File: src/kdhd_pkg.sv
package kdhd_pkg;

    // configuration register indexes
    localparam int CFG_IDX_W = 2;
    localparam logic [CFG_IDX_W-1:0] CFG_INVERT        = 2'd0;
    localparam logic [CFG_IDX_W-1:0] CFG_HOLD_MS       = 2'd1;
    localparam logic [CFG_IDX_W-1:0] CFG_DEBOUNCE_TIME = 2'd2;
    localparam logic [CFG_IDX_W-1:0] CFG_EVENT_ENABLE  = 2'd3;

    localparam int CFG_DATA_W = 16;
    localparam int TIME_W     = 16;

    localparam logic [TIME_W-1:0] DEBOUNCE_RESET = 16'd25;

    // poll commands
    localparam logic CMD_START  = 1'b0;
    localparam logic CMD_UPDATE = 1'b1;

    // event enable bits
    localparam int EN_DOWN    = 0;
    localparam int EN_UP      = 1;
    localparam int EN_PRESSED = 2;
    localparam int EN_HELD    = 3;

    localparam int S_TDATA_W = 24;
    localparam int M_TDATA_W = 8;

    typedef struct packed {
        logic              invert;
        logic [TIME_W-1:0] hold_ms;
        logic [TIME_W-1:0] debounce_time;
        logic [3:0]        event_enable;
    } cfg_t;

    // declared msb first so key_is_down lands in bit 0
    typedef struct packed {
        logic held_event;
        logic pressed_event;
        logic up_event;
        logic down_event;
        logic key_is_held;
        logic key_is_down;
    } result_t;

    localparam int RESULT_W = $bits(result_t);

endpackage

File: src/kdhd_core.sv
module kdhd_core (
    input  logic                          aclk,
    input  logic                          aresetn,
    input  logic                          step,
    input  logic                          cmd,
    input  logic                          raw_level,
    input  logic [kdhd_pkg::TIME_W-1:0]   now_ms,
    input  kdhd_pkg::cfg_t                cfg,
    output kdhd_pkg::result_t             result
);
    import kdhd_pkg::*;

    logic              enabled_reg, enabled_next;
    logic              prev_level_reg, prev_level_next;
    logic              stable_reg, stable_next;
    logic              held_reg, held_next;
    logic [TIME_W-1:0] change_time_reg, change_time_next;

    logic              level;
    logic [TIME_W-1:0] elapsed;
    logic              held_mid;

    always_comb begin
        level            = raw_level ^ cfg.invert;
        enabled_next     = enabled_reg;
        prev_level_next  = prev_level_reg;
        stable_next      = stable_reg;
        held_next        = held_reg;
        change_time_next = change_time_reg;
        held_mid         = held_reg;
        result           = '0;

        if (level != prev_level_reg) begin
            change_time_next = now_ms;
        end
        elapsed = now_ms - change_time_next;

        if (cmd == CMD_START) begin
            stable_next      = level;
            prev_level_next  = level;
            enabled_next     = 1'b1;
            change_time_next = change_time_reg;
        end else if (enabled_reg) begin
            if (elapsed >= cfg.debounce_time) begin
                if (level != stable_reg) begin
                    stable_next = level;
                    result.down_event = level & cfg.event_enable[EN_DOWN];
                    // key up clears held only when its event is enabled
                    if (!level && cfg.event_enable[EN_UP]) begin
                        held_mid        = 1'b0;
                        result.up_event = 1'b1;
                    end
                end
                result.pressed_event = stable_next & cfg.event_enable[EN_PRESSED];
                held_next = held_mid;
                if (elapsed >= cfg.hold_ms && level != held_mid) begin
                    held_next         = level;
                    result.held_event = level & cfg.event_enable[EN_HELD];
                end
            end
            prev_level_next = level;
        end else begin
            change_time_next = change_time_reg;
        end

        result.key_is_down = stable_next;
        result.key_is_held = held_next;
    end

    always_ff @(posedge aclk) begin
        if (!aresetn) begin
            enabled_reg     <= 1'b0;
            prev_level_reg  <= 1'b0;
            stable_reg      <= 1'b0;
            held_reg        <= 1'b0;
            change_time_reg <= '0;
        end else if (step) begin
            enabled_reg     <= enabled_next;
            prev_level_reg  <= prev_level_next;
            stable_reg      <= stable_next;
            held_reg        <= held_next;
            change_time_reg <= change_time_next;
        end
    end

endmodule

File: src/key_debounce_hold_detector.sv
// channel | dir | handshake             | payload
// s_      | in  | s_tvalid / s_tready   | s_tuser cmd, s_tdata raw_level, now_ms
// m_      | out | m_tvalid / m_tready   | m_tdata key state and events
// cfg_    | in  | cfg_valid / cfg_ready | cfg_index, cfg_data
//
// one poll per cycle sustained while m_tready is high; a poll is held in the input register,
// is evaluated against the key state there and is registered into m_tdata when it advances.
// aresetn is synchronous, active low; it clears key state, valid flags and
// loads the register defaults (debounce 25 ms, everything else 0).
// m_tready low while a result is held stalls both stages; s_tready stays high while a slot is free.
// cfg_ready is always high.
module key_debounce_hold_detector (
    input  logic                              aclk,
    input  logic                              aresetn,
    input  logic                              s_tvalid,
    output logic                              s_tready,
    input  logic [kdhd_pkg::S_TDATA_W-1:0]    s_tdata,   // raw_level, now_ms[15:0], pad
    input  logic                              s_tuser,   // cmd
    output logic                              m_tvalid,
    input  logic                              m_tready,
    output logic [kdhd_pkg::M_TDATA_W-1:0]    m_tdata,   // key_is_down, key_is_held,
                                                         // down_event, up_event,
                                                         // pressed_event, held_event, pad
    input  logic                              cfg_valid,
    output logic                              cfg_ready,
    input  logic [kdhd_pkg::CFG_IDX_W-1:0]    cfg_index,
    input  logic [kdhd_pkg::CFG_DATA_W-1:0]   cfg_data
);
    import kdhd_pkg::*;

    cfg_t              cfg_reg;
    logic              in_vld_reg;
    logic              in_cmd_reg;
    logic              in_level_reg;
    logic [TIME_W-1:0] in_now_reg;
    logic              out_vld_reg;
    result_t           out_reg;
    result_t           result;
    logic              advance;

    assign cfg_ready = 1'b1;
    assign advance   = in_vld_reg && (!out_vld_reg || m_tready);
    assign s_tready  = !in_vld_reg || advance;

    always_ff @(posedge aclk) begin
        if (!aresetn) begin
            cfg_reg.invert        <= 1'b0;
            cfg_reg.hold_ms       <= '0;
            cfg_reg.debounce_time <= DEBOUNCE_RESET;
            cfg_reg.event_enable  <= '0;
        end else if (cfg_valid && cfg_ready) begin
            case (cfg_index)
                CFG_INVERT:        cfg_reg.invert        <= cfg_data[0];
                CFG_HOLD_MS:       cfg_reg.hold_ms       <= cfg_data[TIME_W-1:0];
                CFG_DEBOUNCE_TIME: cfg_reg.debounce_time <= cfg_data[TIME_W-1:0];
                CFG_EVENT_ENABLE:  cfg_reg.event_enable  <= cfg_data[3:0];
                default: ;
            endcase
        end
    end

    // input register
    always_ff @(posedge aclk) begin
        if (!aresetn) begin
            in_vld_reg <= 1'b0;
        end else if (s_tready) begin
            in_vld_reg <= s_tvalid;
        end
    end

    always_ff @(posedge aclk) begin
        if (s_tvalid && s_tready) begin
            in_cmd_reg   <= s_tuser;
            in_level_reg <= s_tdata[0];
            in_now_reg   <= s_tdata[TIME_W:1];
        end
    end

    kdhd_core u_core (
        .aclk      (aclk),
        .aresetn   (aresetn),
        .step      (advance),
        .cmd       (in_cmd_reg),
        .raw_level (in_level_reg),
        .now_ms    (in_now_reg),
        .cfg       (cfg_reg),
        .result    (result)
    );

    // result register
    always_ff @(posedge aclk) begin
        if (!aresetn) begin
            out_vld_reg <= 1'b0;
        end else if (advance) begin
            out_vld_reg <= 1'b1;
        end else if (m_tready) begin
            out_vld_reg <= 1'b0;
        end
    end

    always_ff @(posedge aclk) begin
        if (advance) begin
            out_reg <= result;
        end
    end

    assign m_tvalid = out_vld_reg;
    assign m_tdata  = {{(M_TDATA_W-RESULT_W){1'b0}}, out_reg};

endmodule
File: config.mk
export PLATFORM = sky130hd
export DESIGN_NAME = key_debounce_hold_detector
export DESIGN_NICKNAME = d
export VERILOG_FILES = /design/src/kdhd_pkg.sv /design/src/kdhd_core.sv /design/src/key_debounce_hold_detector.sv
export SDC_FILE = /design/constraint.sdc
export NUM_CORES = 1
export LEC_CHECK = 0
export ABC_AREA = 1
export BUFFER_PORTS_ARGS = -buffer_cell sky130_fd_sc_hd__buf_4
export CAP_MARGIN = 15
export CORE_AREA = 2 2 99 101
export DETAILED_ROUTE_END_ITERATION = 12
export DIE_AREA = 0 0 101 103
export PLACE_DENSITY = 0.8
export SETUP_SLACK_MARGIN = 0.1
export SYNTH_ARGS = -nofsm -noshare
export SYNTH_HDL_FRONTEND = slang
export SYNTH_SLANG_ARGS = --single-unit
File: constraint.sdc
create_clock -name aclk -period 3.6 [get_ports aclk]
set_clock_uncertainty 0.1 [all_clocks]
set_input_delay 0.18 -clock aclk [delete_from_list [all_inputs] [get_ports aclk]]
set_output_delay 0.18 -clock aclk [all_outputs]
set_load 0.01 [all_outputs]
; ---- Yosys cells after proc, flatten, opt, wreduce, memory -nomap -nowiden
; Index checks and enable logic that the tools add are counted.
[word_totals]
regBits = 83
wordCells = 78
[classes]
muxes = 22
add_sub_neg = 1
n_reduce_logical = 21
bitwise_logic = 5
eq_ne = 7
n_lt_le_gt_ge = 2
[ops]
columns = op, count
row1 = $ge 16x16->1, 2
row2 = $mux 1, 21
row3 = $mux 16, 1
row4 = $sub 16x16->16, 1
row5 = $reduce_and 2->1, 6
row6 = $reduce_and 4->1, 2
row7 = $reduce_and 3->1, 2
row8 = $eq 2x2->1 const B, 2
row9 = $logic_and 1x1->1, 4
row10 = $and 1x1->1, 3
row11 = $logic_not 1->1, 3
row12 = $ne 1x1->1, 3
row13 = $eq 2x1->1 const B, 1
row14 = $logic_not 2->1, 1
row15 = $logic_or 1x1->1, 2
row16 = $ne 2x1->1 const B, 1
row17 = $reduce_bool 2->1, 1
row18 = $not 1->1, 1
row19 = $xor 1x1->1, 1

; ---- Logic depth before layout (Yosys ltp)
; Gate-level depths: netlist (run 1).
[logic_depth]
depth_word = 14
ltp_mapped = 30
depth_no_buf = 29

; ---- Modules after synthesis
; From an unflattened synthesis (run 1), not the netlist that was laid out.
[unflattened]
cells_unflattened = 745
hier_area_um2 = 5183.7
[modules_own_cells]
columns = module, area_each_um2, n_inst, cells_each, seq_area_each_um2
row1 = kdhd_core, 2810.2, 1, 469, 400.4
row2 = key_debounce_hold_detector, 2373.5, 1, 276, 1501.4

; ---- Least setup slack after synthesis (run 1)
; No wires, ideal clock.
[synth_path]
path_kind = reg-to-reg
start = reg in_level_reg
end = reg out_reg, in the netlist m_tdata[0] (data pin)
period_less_slack_ns = 3.784
setup_ns = 0.251
path_slack_ns = -0.184
n_path_buf = 1
t_arrival_ns = 3.434
t_required_ns = 3.249
path_stages_with_launch = 23
cell_sequence = edfxtp_1 > nand2_1 > nand3_4 > nand2_4 > buf_4 > mux2i_1 > ha_1 > a21oi_1 > o21ai_0 > a211oi_1 > nand2_1 > nand2_1 > nand2_1 > ha_1 > nand2_1 > nor4_1 > nand2_1 > nand3_1 > nand2_1 > nand2_1 > nand2_1 > nand2_1 > inv_1
[synth_via]
elab_chain_cells = 9
elab_cells_between_ends = 13
[synth_lines]
columns = item, line
row1 = from (decl), key_debounce_hold_detector.sv:34  ; logic in_level_reg;
row2 = from (signal assigned), key_debounce_hold_detector.sv:74  ; in_level_reg <= s_tdata[0];
row3 = $xor 1x1->1 (*), kdhd_core.sv:24  ; level = raw_level ^ cfg.invert;
row4 = branches (longest 7 deep; another with $sub 16x16->16), n/a
row5 = $mux 1 (*), kdhd_core.sv:38  ; if (cmd == CMD_START) begin
row6 = named net u_core.stable_next, kdhd_core.sv:15  ; logic stable_reg, stable_next;
row7 = to (signal assigned), key_debounce_hold_detector.sv:103  ; out_reg <= result;
row8 = to (decl), key_debounce_hold_detector.sv:37  ; result_t out_reg;
; Mark *: on every way through the listed nets, which the timed path passes. The select of a mux whose other input is x is not followed.
; A chain may end at the register's enable or synchronous reset.

; ---- Worst setup path after layout (run 1)
[layout_path]
start = reg in_level_reg
end = reg u_core.held_reg
[layout_via]
elab_chain_cells = 14
elab_cells_between_ends = 20
[layout_lines]
columns = item, line
row1 = $xor 1x1->1 (*), kdhd_core.sv:24
row2 = branches (longest 10 deep; another with $sub 16x16->16), n/a
row3 = $mux 1 (*), kdhd_core.sv:44  ; if (elapsed >= cfg.debounce_time) begin
row4 = $mux 1 (*), kdhd_core.sv:43  ; end else if (enabled_reg) begin
row5 = $mux 1 (*), kdhd_core.sv:38
row6 = to (signal assigned), kdhd_core.sv:81  ; held_reg <= held_next;
row7 = to (decl), kdhd_core.sv:16  ; logic held_reg, held_next;
; Mark *: on every way between the ends. The select of a mux whose other input is x is not followed.

==> results of run 1 <==
final cells by class:
cell class | instances | area [um2] | share of cell area
clock buffer | 12 | 176.4 | 0.02611
clock inverter | 4 | 53.80 | 0.007963
inverter | 114 | 430.4 | 0.06370
multi-input combinational | 412 | 3079 | 0.4557
sequential | 83 | 1903 | 0.2817
tap | 114 | 142.6 | 0.02111
timing repair buffer | 116 | 970.9 | 0.1437
logic make-up after synthesis:
| kind of cell | after synthesis | synth area share |
|---|---|---|
| other | 2 | 0.001554 |
| AOI/OAI and AO/OA | 147 | 0.1631 |
| muxes | 7 | 0.01450 |
| DFF | 83 | 0.3936 |
| adders and majority gates | 43 | 0.1113 |
| xor gates and xnor gates | 7 | 0.01269 |
| and+or+nand+nor | 204 | 0.1989 |
| buffers and inverters | 129 | 0.1043 |
routing by layer:
layer  part of all wire  up-vias  GRT usage
met5                  0        -          0
li1                   -     2299          -
met1               0.42     2180     0.2912
met4              0.030        0     0.1040
met2               0.51      143     0.4446
met3              0.041       38    0.04136
final timing paths:
kind                                      startpoint                                 endpoint  slack, ns  cells past startpoint
min reg2reg  u_core.change_time_reg[15]$_SDFFE_PN0P_  u_core.change_time_reg[15]$_SDFFE_PN0P_       0.36                      2
max                           in_level_reg$_DFFE_PP_             u_core.held_reg$_SDFFE_PN0P_      -0.30                     26
max reg2reg                   in_level_reg$_DFFE_PP_             u_core.held_reg$_SDFFE_PN0P_      -0.30                     26
min                                      cfg_data[8]                 cfg_reg[28]$_SDFFE_PN0P_     -0.007                      3
worst max-delay path: stages (launching register included):
cell,delay (ns)
edfxtp_1,0.41
inv_1,0.08
nand2_2,0.09
nand3_4,0.17
nand2_8,0.13
mux2i_2,0.18
ha_1,0.35
buf_6,0.14
nand2_4,0.05
nor2_2,0.14
inv_2,0.07
nor4_2,0.16
nand3_1,0.15
nand2_1,0.09
nand2_1,0.06
nand2_2,0.12
ha_4,0.23
a21oi_2,0.17
o21ai_1,0.12
a21oi_2,0.22
buf_4,0.15
nand4_1,0.09
nand2_1,0.10
nand2_2,0.07
nand3_2,0.08
nand2_2,0.07
inv_2,0.05
layout by cell type (no fill, tap or decap), types with 6 or more instances in the layout:
| master | netlist | layout |
|---|---|---|
| dfxtp_1 | 59 | 58 |
| nand2_2 | 4 | 30 |
| nor2_2 | 3 | 6 |
| ha_1 | 43 | 27 |
| nor3_1 | 12 | 8 |
| buf_4 | 4 | 83 |
| o21ai_0 | 57 | 46 |
| inv_1 | 111 | 107 |
| clkbuf_8 | 0 | 11 |
| nand2_4 | 3 | 7 |
| ha_4 | 0 | 15 |
| nor2_1 | 23 | 19 |
| nand3_2 | 3 | 6 |
| a21oi_1 | 68 | 57 |
| nand2_1 | 111 | 79 |
| buf_6 | 0 | 6 |
| edfxtp_1 | 24 | 24 |
| nand3_1 | 21 | 16 |
| dlygate4sd3_1 | 0 | 26 |
| a21oi_2 | 0 | 10 |
| o21ai_1 | 1 | 7 |
| nand4_1 | 12 | 12 |
| o211ai_1 | 9 | 9 |
cells in the mapped netlist (2+ instances only):
cell type	number
o21bai_1	2
edfxtp_1	24
conb_1	2
xnor2_1	4
nor2_1	23
xor2_1	3
a21o_1	2
nand3_4	2
buf_2	2
buf_4	4
nor2_2	3
a21oi_1	68
mux2i_1	7
nand2_1	111
nand2_2	4
nand3_2	3
nand3_1	21
a211oi_1	3
nand2_4	3
o211ai_1	9
inv_1	111
and2_1	2
o21a_1	2
nand4_2	2
nand4_1	12
o21ai_0	57
ha_1	43
clkbuf_1	9
nor3_1	12
dfxtp_1	59
nor4_1	5
metrics by stage:
step	hold WS (ns)	std cells	instance area (um2)
after floorplan	0.1789	623	4885
after global placement	0.2583	802	5550
after detailed placement	0.2594	802	5550
after CTS	0.0003774	851	6459
after global routing	0.007572	855	6756
final	-0.006508	855	6756
where the power goes:
part           internal [mW]  leakage [nW]  switching [mW]
combinational          0.492          2.17           0.615
clock                  0.403         0.118           0.364
sequential              1.01         0.714          0.0251
total                   1.90          3.00            1.00
repair_timing:
item / in CTS / in global routing
pin swaps: 28 / 15
hold buffers: 26 / 0
buffers inserted: 6 / 4
gates cloned: 1 / 0
gates resized for setup: 80 / 47
endpoints found under the setup margin: 8 / 8
endpoints found under the hold margin: 27 / 0
==> metrics list, run 1 <==
- The final count of pins violating max slew was 0.
- Dividing the detail-routed via count by the number of cells gives 5.450.
- Max FFs per register: 37
- Count of buffers from port buffering: 48
- Final Hold Vio Count: 2
* Final critical-path share of the clock period: 1.082
* Worst slack at placement: -0.2943 ns
- Number of synthesized flops with an enable pin: 24
- Across all setup checks in the final design, the least slack found is -0.2958 ns.
- The die is 101 um wide.
- Clock period minus worst slack: 3.896 ns
- Synthesis inferred between 80 and 90 register bits.
- The number of antenna violations at the first check in global routing came to 0.
* Worst IR drop on VDD: 0.2733 mV
* Wire length of the first global-routing pass: 20090 um
- STA classifies the critical path endpoint as a register.
- The tool flagged a number of max-cap violations equal to 0.
- At the later pin of the worst-skew pair, clock insertion delay measures between 0.3 and 0.4 ns.
- Hold slack: -0.006508 ns
- Type of element launching the critical path: register
- For this design the static power due to leakage is 3.000 nW.
- The routed layout has 4660 vias.
- Detailed placer's ending HPWL: 8419 um
* Area of the core: 9459 um2
- Wire per inst: 15.63 um
- Setup violations remaining at the end of the flow were counted as 8.
* Proportion of netlist area held by the largest area contributor: 0.2444
* Final core utilization: 0.7143
- RSZ-0062 raised after global routing: true
* TritonCTS Buffers: 9
- Synth Flop Type: dfxtp_1
* Detailed Route WL: 13360 um
* Result of the run: finished, violations left
- Fill count: 637
* Global-route total usage across every layer: 0.2466
- By area the synthesized netlist is led by dfxtp_1 (24%), edfxtp_1 (15%), ha_1 (11%).
- In the final timing run, aggregate negative setup slack is -1.586 ns.
* Largest net degree at the start of global routing: 53
- 59 I/O pins were placed.
- Cell area after synthesis: 4832 um2
- Total number of nets in the final design: 827
* H-tree level count: 3
- Maximum buffer depth of the clock tree: 2
- Largest area contributor in the synthesized netlist: dfxtp_1
- After clock tree synthesis, the clock-pin slew on the worst setup and hold paths is 0.09 ns.
- Measured along the y axis, the die boundary spans 103 um.
- In this run the remaining antenna-violating nets after routing total 0.
* Max-slew headroom: 0.4677
* Failing checks: negative hold slack, negative setup slack
- Placement Rows: 36
- Startpoint-to-endpoint class of the critical path: register to register
- CTS placed an instance of clkbuf_8 at the clock tree root.
- Critical Path RT: 3.83 ns
- Synth Warn #: 0
* Cell count after synthesis: 622
- Maximum operating frequency: 256.7 MHz
* Number of DRC violations after detailed-routing iteration 0: 234
* Pwr/cell area: 430.0 nW/um2
- The floorplan step defined a die boundary enclosing 10400 um2.
- The clock net in this run drives a total of 83 sinks.
- Number of global-route vias before repair: 4374
- In the routed design, unresolved DRC markers number 0.
- CTS tree: done
* Mean cell area of the mapped netlist: 7.769 um2
- STA puts the critical path data arrival time at ~4.1 ns.
* Ys async rst share: 0
- RePlAce Congestion: 0.9222
* Count of distinct cell types in the synthesized netlist: 39
- The area growth from synthesis to layout is 39.82%.
- Of the synthesized area, sequential elements account for 0.3936.
* Worst hold path type: input port to register
- For the pin with the worst max-slew slack, the measured transition is 0.7976 ns.
- Effective utilization at floorplan: 0.5108
* Overflow left after global routing: 0
- Number of inserted diodes: 0
- Of the cells placed in the final design, the portion with a size suffix greater than 1 is 0.3023.
* CP Max Fanout: 7
- For this run, the detailed router's first-pass iteration total came to 5.
* Final Power: 2.905 mW
No activity file was read; power rests on OpenSTA's default activity.
==> run 2, diff against run 1 <==
BUFFER_PORTS_ARGS = not set   (was -buffer_cell sky130_fd_sc_hd__buf_4)
CORE_AREA = 2 2 95 97   (was 2 2 99 101)
DIE_AREA = 0 0 97 99   (was 0 0 101 103)
DONT_BUFFER_PORTS = 1   (was not set)
==> run 2 against run 1 <==
The flow finishes with violations (negative setup slack). Clock power down 6.1%. Core utilization rose by 4.5 points. Design area decreased by 3.9%. Combinational power decreased by 5%. Non-clock buffer count fell by 35. Cell count fell by 4.8%.
==> metrics list, run 2 (synthesis results as in run 1) <==
- The via count of the first global-routing pass was 4500.
* Clock slew at reported path FFs: 0.11 ns
- The register with the most flip-flops in the layout has 37 of them.
* First-pass iteration count of the detailed router: 5
- The repair_antennas step left the layout with diodes totalling 0.
- Crit. End Element: register
- In the global route stage, overall resource usage came out at 0.2561.
- In this run the remaining antenna-violating nets after routing total 0.
- CP Max Fanout: 6
- At the later pin of the worst-skew pair, clock insertion delay measures around 0.37 ns.
- Placement Rows: 34
- For this run, design rule violations remaining after detail routing come to 0.
* Fill count: approximately 570
* Pwr/cell area: around 430 nW/um2
- Buffers inserted during clock tree synthesis total 9.
* Crit path arrival time: 3.94 ns
- For this design the top-level I/O count stands at 59.
* CP most frequent cell: nand2_2
- The checks that failed: negative setup slack.
- Maximum buffer depth of the clock tree: 2
- Clock tree synthesis selected as its root buffer the cell clkbuf_8.
* Slew at the pin with the worst max-slew slack: 0.8548 ns
- Type of element launching the critical path: register
- Count of buffers from port buffering: 0
- Fraction of final layout cells with drive strength greater than 1: 0.2465
* Combined area of the multi-input logic cells: 3074 um2
- For this run the aggregate overflow at the end of global routing stands at 0.
- The sequential cells in the finished layout cover a total of 1903 um2.
- After layout, the worst setup slack is -0.2938 ns.
- Worst IR drop on VDD: 0.2625 mV
- By startpoint and endpoint, the worst setup path is classified as register to register.
- Total leakage power: 2.795 nW
- Most frequent cells in the layout: inv_1 (105), nand2_1 (82), dfxtp_1 (58), a21oi_1 (55), o21ai_0 (48)
* Detailed placer's ending HPWL: 8247 um
* Reported max-cap violation count: 0
- Final Power: about 2.8 mW
- Routed via count: between 4000 and 5000
* Wire length of the first global-routing pass: about 20000 um
* Final critical-path share of the clock period: 1.082
* # clock sinks: 83
* Detailed Route WL: 12890 um
- In this design, the stage delay of the slowest critical-path cell is between 0.4 and 0.5 ns.
* Total placed instance area: 5175 um2
- Setup repair after global routing could not meet its margin everywhere.
- The initial utilization of the core area, before any placement, comes to 0.5651.
* Final setup violation count: 8
- Area of the core: 8551 um2
* Maximum operating frequency: 256.8 MHz
- Number of DRC violations after detailed-routing iteration 0: 296
* Final cell area excluding filler cells: 6494 um2
- Commonest non-fill, non-tap cell in the layout: inv_1
* Result of the run: finished, violations left
* Final Hold Vio Count: 0
- Total number of nets in the final design: slightly below 800
* Max-slew violation count: 0
* Die extent in x: 97 um
* Die Footprint: roughly 9600 um2
- Largest net degree at the start of global routing: 52
- Syn-to-layout area delta: 34.39%
- Slowest cell on crit path: edfxtp_1
- Routability-driven placement finished with a final weighted congestion of 0.8749.
* Wire per inst: 15.84 um
- H-tree level count: 3
- At the worst endpoint, the required time is 3.65 ns.
- Measured against its own limit, the worst slew margin works out to 0.4295.
- Antenna violations before repair: 0
- Clock period minus worst slack: 3.894 ns
- The die is 99 um tall.
- Worst hold path type: input port to register
- TritonCTS built the clock tree.
* Vias per inst: 5.575
run 2: changes by cell type in the layout (fill, tap and decap cells not counted), sizes merged:
cell         previous run  this run
buf                    90        40
dlygate4sd3            26        41
clkbuf                 12         9
clkinvlp                0         2
inv                   114       116
clkinv                  3         2
run 2: worst paths after layout:
check             cells past startpoint                                    start                                       to  slack (ns)
setup / recovery                     26                   in_level_reg$_DFFE_PP_                     m_tdata[0]$_DFFE_PP_       -0.29
hold / removal                        2                             cfg_index[0]                  cfg_reg[7]$_SDFFE_PN1P_       0.009
setup reg to reg                     26                   in_level_reg$_DFFE_PP_                     m_tdata[0]$_DFFE_PP_       -0.29
hold reg to reg                       2  u_core.change_time_reg[15]$_SDFFE_PN0P_  u_core.change_time_reg[15]$_SDFFE_PN0P_        0.36
run 2: per-layer routing:
| layer | vias up | routed length (um) | global-route usage |
|---|---|---|---|
| met5 | - | 0 | 0 |
| met4 | 0 | 374 | 0.1170 |
| met3 | 34 | 639 | 0.04043 |
| met2 | 165 | 6540 | 0.4375 |
| met1 | 2115 | 5337 | 0.3203 |
| li1 | 2224 | - | - |
run 2: repair_timing:
| item | in CTS | in global routing |
|---|---|---|
| buffers inserted | 5 | 3 |
| resized for setup | 47 | 78 |
| hold endpoints to repair | 72 | 0 |
| endpoints found under the setup margin | 8 | 8 |
| pin swaps | 21 | 40 |
| cloned | 1 | 0 |
| hold buffers | 42 | 0 |
run 2: metrics by stage:
stage	std cells	setup WS, ns	hold slack (ns)	utilization	TNS, ns
floorplan	623	0.1043	0.1789	-	0
global placement	747	-0.1194	0.1734	0.6052	-0.3920
detailed placement	747	-0.2677	0.1737	0.6052	-1.606
CTS	811	-0.07137	0.009150	0.7104	-0.1905
global route	814	-0.4769	0.02920	0.7594	-2.978
finish	814	-0.2938	0.008681	0.7594	-1.555
run 2: critical path: cells and delay by family (launching register included):
kind | cells | cell delay [ns]
simple gates | 18 | 1.80
fa+ha+maj | 2 | 0.55
flops | 1 | 0.44
buf+inv | 4 | 0.33
mux | 1 | 0.30
compound gates | 1 | 0.16
run 2: final cells by class:
class                           instances  area share
Multi-Input combinational cell        412      0.4734
Sequential cell                        83      0.2931
Timing Repair Buffer                   81      0.1143
Inverter                              114     0.06667
Tap cell                              108     0.02081
Clock buffer                            9     0.01908
Clock inverter                          7     0.01272
run 2: where the power goes:
part	internal (mW)	leakage, nW	switching, mW	total [mW]
registers	1.01	0.714	0.0293	1.04
logic	0.470	1.98	0.589	1.06
clock network	0.332	0.0984	0.389	0.720
==> run 3, diff against run 2 <==
SETUP_SLACK_MARGIN = not set   (was 0.1)
==> run 3 against run 2 <==
The flow still finishes with violations (negative setup slack). Design area decreased by 0.48%. First-iteration DRC count fell by 33%. Fmax grew 1.4%. Die area unchanged. Critical path type unchanged. Largest cell class unchanged. Highest routed layer unchanged.
==> metrics list, run 3 (synthesis results as in run 1) <==
- Input and output buffers added on the ports amount to 0.
- Including well taps, the total number of placed cells is 744.
- Max-slew violation count: 0
- Dividing the detail-routed via count by the number of cells gives 5.629.
- Commonest non-fill, non-tap cell in the layout: inv_1
- Antenna violations before repair: 0
* Maximum operating frequency: 260.3 MHz
* Pwr/cell area: 440.7 nW/um2
- Summed over all layers, the global routing overflow is 0.
- Max-cap violations in this run came to 0.
- The congestion estimate from routability-driven global placement came to 0.8947.
* Max-slew headroom: 0.3903
* Critical Path RT: between 3 and 4 ns
* Most frequent cells in the layout: inv_1 (106), nand2_1 (83), dfxtp_1 (58), a21oi_1 (56), o21ai_0 (47)
* Number of global-route vias before repair: 4668
* Post-detailed-route count of antenna-violating nets: 0
* Total leakage power: 2.778 nW
* Crit path arrival time: between 3 and 4 ns
* Die Footprint: 9603 um2
* Cell at the root of the clock tree: clkbuf_8
* H-tree level count: 3
* Worst IR drop on VDD: 0.2839 mV
- In the final layout, the share of cells above drive strength 1 is 0.2401.
- Area of the core: 8551 um2
* Largest net degree at the start of global routing: 52
- Of all nets on the critical path, the largest fanout is 6.
- The worst setup path is launched from a register.
* Routed via count: around 4600
- The final reports fail on negative setup slack.
- The first detailed-routing pass took 5 iterations.
- Detailed Route WL: 12900 um
* Die extent in x: approximately 97 um
- Minimum setup slack in the final design: -0.2411 ns
* Wire length of the first global-routing pass: 20640 um
- The wire-length estimate of the detail-placed layout is 8034 um.
* Placement Rows: 34
* Effective utilization at floorplan: 0.5651
* Chip Height: 99 um
- For the pin with the worst max-slew slack, the measured transition is about 0.91 ns.
* Count of boundary I/O pins: 59
- The worst setup path is of the register to register kind.
- The net count of the finished layout is slightly below 800.
* Clock slew at reported path FFs: 0.10 ns
- For this block, the initial DRC count from the detailed router was 198.
- Final cell area excluding filler cells: 6462 um2
- The worst setup path is captured at a register.
- TritonCTS Buffers: 9
* Final instance count without filler cells: 812
- Hold Crit Depth: 2
* RSZ-0062 raised after global routing: true
* Wire per inst: 15.89 um
* Total placed instance area: 5129 um2
- Fin Setup TNS: -1.304 ns
- Setup violations remaining at the end of the flow were counted as 8.
- Source-to-sink clock delay at the later pin of the worst-skew pair: roughly 0.35 ns
- The tree built by TritonCTS fans out to 83 sinks.
- Result of the run: finished, violations left
- Remaining design rule violation count: 0
- Final critical-path share of the clock period: 1.067
* CTS tree: done
- The register with the most flip-flops in the layout has 37 of them.
- The number of antenna diodes in the final layout is 0.
* Cell depth of the worst flop-to-flop path: 26
- In this run the worst hold path is classified as input port to register.
* Maximum buffer depth of the clock tree: 2
- Compared with the post-synthesis result, the final layout area differs by 33.74%.
* Global-route total usage across every layer: 0.2607
* Final Hold Vio Count: 0
- Clock period minus worst slack: 3.841 ns
run 3: layout make-up:
class	count	area [um2]
Inverter	114	432.9
Clock buffer	9	123.9
Tap cell	108	135.1
Multi-Input combinational cell	412	3033
Fill cell	530	2088
Sequential cell	83	1903
Clock inverter	7	98.84
Timing Repair Buffer	79	735.7
run 3: path summary, 6_finish.rpt:
check	start	endpoint	slack, ns
hold / removal	aresetn	u_core.enabled_reg$_SDFFE_PN0P_	0.03
setup reg to reg	in_level_reg$_DFFE_PP_	m_tdata[1]$_DFFE_PP_	-0.24
setup / recovery	in_level_reg$_DFFE_PP_	m_tdata[1]$_DFFE_PP_	-0.24
hold reg to reg	cfg_reg[3]$_SDFFE_PN0P_	cfg_reg[3]$_SDFFE_PN0P_	0.36
run 3: worst max-delay path, cell delays in order (launching register included):
cell and delay [ns]:
edfxtp_1 0.43, inv_1 0.10, nand2_2 0.09, nand2_4 0.10, nand2_8 0.08, nand2_8 0.13
mux2i_2 0.25, ha_1 0.30, buf_6 0.15, nand2_4 0.09, inv_4 0.05, nand2_2 0.08
nand2_4 0.05, a21oi_2 0.15, nand2_1 0.07, nand2_1 0.07, nand2_2 0.09, ha_1 0.33
nand2_1 0.15, nor3_2 0.06, buf_4 0.15, nand2_1 0.10, nand3_1 0.11, nand2_1 0.09
nand2_1 0.06, nand2_2 0.09, nand2_1 0.05
run 3: what timing repair did:
item | in CTS | in global routing
hold buffers | 42 | 0
endpoints found under the hold margin | 72 | 0
pin swaps | 41 | 9
cloned | 1 | 0
endpoints found under the setup margin | 8 | 8
gates resized for setup | 100 | 27
setup buffers | 6 | 3
run 3: per-stage QoR:
step / hold WS (ns) / setup slack, ns / total power, mW / utilization
floorplan: 0.1789 / 0.004079 / 1.547 / -
CTS: 0.02224 / -0.07851 / 2.752 / 0.7378
finish: 0.03189 / -0.2411 / 2.848 / 0.7558
global route: 0.01431 / -0.4105 / 3.000 / 0.7558
global placement: 0.1731 / -0.1364 / 1.703 / 0.5998
detailed placement: 0.1781 / -0.2772 / 1.742 / 0.5998
run 3: per-layer routing:
| metal | vias up | GRT usage | part of all wire |
|---|---|---|---|
| li1 | 2223 | - | - |
| met1 | 2148 | 0.3090 | 0.41 |
| met2 | 167 | 0.4712 | 0.51 |
| met3 | 33 | 0.04043 | 0.045 |
| met4 | 0 | 0.1083 | 0.027 |
| met5 | - | 0 | 0 |
run 3: power by group:
| group | switching, mW | internal [mW] | leakage (nW) | total [mW] |
|---|---|---|---|---|
| combinational | 0.592 | 0.466 | 1.95 | 1.06 |
| clock | 0.362 | 0.396 | 0.110 | 0.758 |
| sequential | 0.0268 | 1.01 | 0.714 | 1.03 |
| total | 0.980 | 1.87 | 2.78 | 2.85 |
